File: src/rqhs_pkg.sv
// Shared types, widths, reset values and the shade table of the quadric hit shader.
package rqhs_pkg;

  localparam int FIELD_W = 16;
  localparam int COORD_WIDTH_DEF = 16;
  localparam int CRD_W = FIELD_W + 1;
  localparam int PROD1_W = 2 * CRD_W;
  localparam int PROD2_W = PROD1_W + CRD_W;
  localparam int SUM_W = 54;
  localparam int A_W = SUM_W - 20;
  localparam int B_W = SUM_W - 14;
  localparam int C_W = SUM_W - 8;
  localparam int FA_W = A_W + 2;
  localparam int BSQ_W = 2 * B_W;
  localparam int PAC_W = FA_W + C_W;
  localparam int DISC_W = PAC_W + 1;
  localparam int SQ_BITS = 41;
  localparam int NUM_W = 42;
  localparam int DEN_W = A_W + 1;
  localparam int DIST_W = 16;
  localparam int FRAC_W = 8;
  localparam int SHADE_W = 4;
  localparam int NUM_REGS = 7;
  localparam int IDX_W = 3;

  typedef enum logic [IDX_W-1:0] {
    REG_QUAD_X  = 3'd0,
    REG_QUAD_Y  = 3'd1,
    REG_QUAD_Z  = 3'd2,
    REG_LIN_X   = 3'd3,
    REG_LIN_Y   = 3'd4,
    REG_LIN_Z   = 3'd5,
    REG_CONST   = 3'd6
  } cfg_reg_e;

  localparam logic [FIELD_W-1:0] REG_RESET [NUM_REGS] = '{
    16'h0100, 16'hFF00, 16'h0100, 16'h0000, 16'h0000, 16'h0000, 16'hF700
  };

  localparam logic [DIST_W-1:0] BAND_EDGE [8] = '{
    16'd128, 16'd320, 16'd576, 16'd832, 16'd1088, 16'd1344, 16'd1600, 16'd2560
  };

  localparam logic [SHADE_W-1:0] SHADE_NONE = 4'd0;
  localparam logic [SHADE_W-1:0] SHADE_FAR  = 4'd9;

  function automatic logic [SHADE_W-1:0] shade_of(input logic [DIST_W-1:0] dist_v);
    logic [SHADE_W-1:0] s;
    s = SHADE_FAR;
    for (int i = 7; i >= 0; i--) begin
      if (dist_v < BAND_EDGE[i]) begin
        s = SHADE_W'(i + 1);
      end
    end
    return s;
  endfunction

endpackage

File: src/rqhs_div_pipe.sv
// Pipelined fixed-point restoring divider with a saturating quotient, one bit per stage.
module rqhs_div_pipe #(
  parameter int N_W = rqhs_pkg::NUM_W,
  parameter int D_W = rqhs_pkg::DEN_W,
  parameter int FRAC = rqhs_pkg::FRAC_W,
  parameter int Q_W = rqhs_pkg::DIST_W,
  parameter int SB_W = 1
) (
  input  logic            clk_i,
  input  logic            rst_ni,
  input  logic            en_i,
  input  logic            valid_i,
  input  logic [N_W-1:0]  num_i,
  input  logic [D_W-1:0]  den_i,
  input  logic [SB_W-1:0] sb_i,
  output logic            valid_o,
  output logic [Q_W-1:0]  quot_o,
  output logic [SB_W-1:0] sb_o
);

  localparam int RW = N_W + FRAC;
  localparam int CMP_W = (RW > D_W + Q_W) ? RW : D_W + Q_W;

  logic [RW-1:0]   rem0;
  logic            ovf0;
  logic [RW-1:0]   rem_q  [Q_W+1];
  logic [Q_W-1:0]  quot_q [Q_W+1];
  logic [D_W-1:0]  den_q  [Q_W+1];
  logic            ovf_q  [Q_W+1];
  logic [SB_W-1:0] sb_q   [Q_W+1];
  logic            v_q    [Q_W+1];

  assign rem0 = {num_i, {FRAC{1'b0}}};
  assign ovf0 = CMP_W'(rem0) >= (CMP_W'(den_i) << Q_W);

  always_ff @(posedge clk_i or negedge rst_ni) begin
    if (!rst_ni) begin
      v_q[0] <= 1'b0;
    end else if (en_i) begin
      v_q[0] <= valid_i;
    end
  end

  always_ff @(posedge clk_i) begin
    if (en_i) begin
      rem_q[0]  <= rem0;
      quot_q[0] <= '0;
      den_q[0]  <= den_i;
      ovf_q[0]  <= ovf0;
      sb_q[0]   <= sb_i;
    end
  end

  for (genvar s = 0; s < Q_W; s++) begin : g_stage
    localparam int J = Q_W - 1 - s;
    logic [CMP_W-1:0] dsh;

    assign dsh = CMP_W'(den_q[s]) << J;

    always_ff @(posedge clk_i or negedge rst_ni) begin
      if (!rst_ni) begin
        v_q[s+1] <= 1'b0;
      end else if (en_i) begin
        v_q[s+1] <= v_q[s];
      end
    end

    always_ff @(posedge clk_i) begin
      if (en_i) begin
        den_q[s+1] <= den_q[s];
        ovf_q[s+1] <= ovf_q[s];
        sb_q[s+1]  <= sb_q[s];
        if (CMP_W'(rem_q[s]) >= dsh) begin
          rem_q[s+1]  <= rem_q[s] - dsh[RW-1:0];
          quot_q[s+1] <= quot_q[s] | (Q_W'(1) << J);
        end else begin
          rem_q[s+1]  <= rem_q[s];
          quot_q[s+1] <= quot_q[s];
        end
      end
    end
  end

  assign valid_o = v_q[Q_W];
  assign quot_o  = ovf_q[Q_W] ? '1 : quot_q[Q_W];
  assign sb_o    = sb_q[Q_W];

endmodule

File: config.mk
export PLATFORM = sky130hd
export DESIGN_NAME = rqhs_div_pipe
export DESIGN_NICKNAME = d
export VERILOG_FILES = /design/src/rqhs_pkg.sv /design/src/rqhs_div_pipe.sv
export SDC_FILE = /design/constraint.sdc
export NUM_CORES = 2
export LEC_CHECK = 0
export BUFFER_PORTS_ARGS = -buffer_cell sky130_fd_sc_hd__buf_4
export CAP_MARGIN = 20
export CORE_UTILIZATION = 30
export CTS_BUF_LIST = sky130_fd_sc_hd__clkbuf_4 sky130_fd_sc_hd__clkbuf_8 sky130_fd_sc_hd__clkbuf_16
export CTS_CLUSTER_SIZE = 40
export DETAILED_ROUTE_END_ITERATION = 8
export PLACE_DENSITY = 0.56
export SKIP_CTS_REPAIR_TIMING = 1
export SYNTH_ARGS = -nofsm -noshare
export SYNTH_HDL_FRONTEND = slang
export SYNTH_SLANG_ARGS = --single-unit
File: constraint.sdc
create_clock -name clk_i -period 4.25 [get_ports clk_i]
set_input_delay 0.6375 -clock clk_i [delete_from_list [all_inputs] [get_ports clk_i]]
set_output_delay 0.6375 -clock clk_i [all_outputs]
set_load 0.02 [all_outputs]
==> results_dict.tcl <==
set metrics [dict create \
    crit_start "den_q[0][211]" \
    drv_cap 0 \
    synth_warnings 0 \
    stdcell_area_mm2 0.09575 \
    syn-mean-instance-area_um2 10.85 \
    grt_pass1_vias 57959 \
    synth_top_cell_area_share_pct 51.74 \
    firstDrtPassIters 6 \
    antenna_cells 0 \
    start_util_pct 30.25 \
    cp-start-kind "register" \
    dp_hpwl_um 151400 \
    crit_arrival_ps 4590 \
    area_growth_pct 15.37 \
    syn_area_mm2 0.08299 \
    slew_violations 0 \
    power_density_mw_per_mm2 667.1 \
    layout.nets 8691 \
    multi_input_area_mm2 0.03610 \
    critical_path_class "reg2reg" \
    synth_edf_count 1430 \
    p_leak_nw 38.26 \
    synth_nets 8340 \
    wl_um 197600 \
    core_mm2 0.2743 \
    cts_sinks 1447 \
    clk_pin_slew_ps 50 \
    port_buffers 99 \
    finalCritPeriodShare_pct 95.53 \
    worst-path-stages 12 \
    clock_tree.root_cell "clkbuf_16" \
    die_height_um 528.0 \
    cts_tree "yes" \
    yosys.area.top_type "edfxtp_1" \
    ys_seq_elements 1447 \
    yosys-top-cells-area "edfxtp_1 (52%), ha_1 (8.9%), a21oi_1 (3.6%)" \
    netlist-cell-type-count 111 \
    die_area_mm2 0.2787 \
    ff_latch_area_mm2 0.04337 \
    ir_drop_mv 0.3050 \
    worstMarginPinSlew_ps 1232 \
    required_ps 4780 \
    synth_ff_type "edfxtp_1" \
    cp-end-kind "register" \
    cts_buffer_depth 4 \
    finalCriticalPeriod_ps 4060 \
    postPlaceCellArea_mm2 0.08934 \
    htreeDepth 4 \
    dr_total_vias 56745 \
    ant_nets 0 \
    reg2reg_to "rem_q[7][14]" \
    numCtsBuffers 176 \
    final.setup.tns_ps 0 \
    grt-ovfl-total 0 \
    rsz0062_at_grt "false" \
    grt_max_degree 167 \
    crit_family "compound AO/OA/AOI/OAI gates" \
    fp.dieW_um 528.0 \
    reg2reg_slack_ps 190 \
    drc 0 \
    path_max_fanout 18 \
    antenna_found_initial 2 \
    r2r-start "den_q[0][211]" \
    drive_gt1_share_pct 9.598 \
    postSynth.asyncResetShare_pct 1.175 \
    io_pins 100 \
    yosysSeqAreaShare_pct 52.25 \
    rr_worst_depth 12 \
    routedWlPerCell_um 16.73 \
    setup_viol 0 \
    cp_cell_sequence "inv_1 > ha_1 > nor2b_1 > o21a_1 > o21ai_0 > a21oi_1 > o21ai_0 > nand4_1 > nand2_1 > o22ai_2 > a31oi_2 > o21ai_0" \
    finalHoldViolCount 0 \
    path_common_cell "o21ai_0" \
    fmax_mhz 246.3 \
    synthCells 7650 \
    fp-row-count 192 \
    max_stage_delay_ps 950 \
    endpoint "rem_q[7][14]" \
    clk_latency_ps 850 \
    grt_pass1_wl_um 309600 \
    gp_congestion 0.9452 \
    grt_usage_pct 13.81 \
    skew_ps 53.11 \
    fill_cells 26857 \
    slowest_stage "a31oi_2" \
    relSlewSlack_pct 17.61 \
    hold_path_class "in2reg" \
    status "finished clean" \
    crit_buf_inv 1 \
    drt_iter0_drc 3413 \
    via_per_inst 4.804 \
]
registers in the layout, summed over array words and instances, names as in the netlist:
signal and cells:
den_q 560, ovf_q 17, quot_q 136, rem_q 700
sb_q 17, v_q 16, valid_o 1
how the worst min path moves through the flow:
stage	slack [ps]	start	cells after the start	endpoint
6_report	40	valid_i	2	v_q[16]
3_3_place_gp	400	sb_q[0][7]	0	sb_q[0][8]
4_1_cts	-410	rst_ni	1	v_q[4]
5_1_grt	3	valid_i	2	v_q[16]
3_5_place_dp	400	ovf_q[10]	0	ovf_q[11]
2_1_floorplan	340	rst_ni	0	v_q[10]
logic make-up after synthesis:
logic type | after synthesis | share of synthesized area [%]
compound gates | 2095 | 15.73
simple gates | 1918 | 11.25
flops | 1447 | 52.25
buf+inv | 946 | 4.458
fa+ha+maj | 608 | 9.302
xor+xnor | 538 | 5.678
mux | 98 | 1.324
per-stage QoR:
step	util (%)	setup slack [ps]	hold WS, ps	instances	total power, mW
6_report	34.90	190.1	43.19	11813	63.87
5_1_grt	34.90	11.12	2.969	11813	68.18
4_1_cts	34.59	29.23	-413.2	11733	64.21
3_5_place_dp	32.56	58.70	404.5	11429	49.24
3_3_place_gp	32.56	53.43	401.6	11429	48.89
2_1_floorplan	-	754.6	341.9	7650	41.64
final cells by class:
| class | instances | area share (%) |
|---|---|---|
| clock buffer | 216 | 4.987 |
| inverter | 733 | 2.874 |
| clock inverter | 88 | 0.8167 |
| sequential | 1447 | 45.29 |
| tap | 3686 | 4.817 |
| multi-input combinational | 5258 | 37.71 |
| timing repair buffer | 385 | 3.507 |
power breakdown:
group	total (mW)	switching, mW	internal (mW)
logic	26.5	15.2	11.3
clock network	14.6	5.78	8.82
registers	22.8	2.11	20.6
layout by cell type (no fill, tap or decap), types with 26 or more instances in the layout:
cell	synthesis	layout
a211oi_1	35	33
a21o_1	358	358
a21oi_1	600	599
a31oi_1	39	38
and2_1	32	32
and3_1	57	56
buf_4	9	285
clkbuf_16	0	180
clkbuf_4	0	36
clkinv_1	0	46
dlygate4sd3_1	0	79
edfxtp_1	1430	1430
ha_1	593	593
inv_1	732	732
mux2_2	88	88
nand2_1	668	666
nand2b_1	90	90
nand3_1	111	110
nand4_1	111	111
nor2_1	406	405
nor2b_1	93	91
nor3_1	101	99
nor4_1	53	49
o21a_1	61	61
o21ai_0	590	590
o21ai_1	26	26
o21bai_1	77	77
o31ai_1	43	42
or2_2	40	40
or3_1	31	31
or4_1	31	31
xnor2_1	280	280
xor2_1	258	258
synth_stat cells (all sizes together), types with 21 or more instances:
library cell / count
edfxtp: 1430
inv: 733
nand2: 668
o21ai: 619
a21oi: 609
ha: 593
nor2: 406
a21o: 358
xnor2: 280
xor2: 258
clkbuf: 147
nand3: 112
nand4: 111
nor3: 105
mux2: 94
nor2b: 93
nand2b: 91
o21bai: 77
buf: 63
o21a: 61
and3: 57
nor4: 53
o31ai: 45
or2: 43
a31oi: 42
a211oi: 35
and2: 32
or3: 32
or4: 32
a21boi: 27
o211ai: 21
metal layers:
layer | share of wire, % | global-route usage, %
met4 | 5.4 | 7.234
met1 | 39 | 14.60
met3 | 2.9 | 1.738
met5 | 0 | 0
met2 | 52 | 26.42
Note: power is estimated with default switching activity, not from simulation.
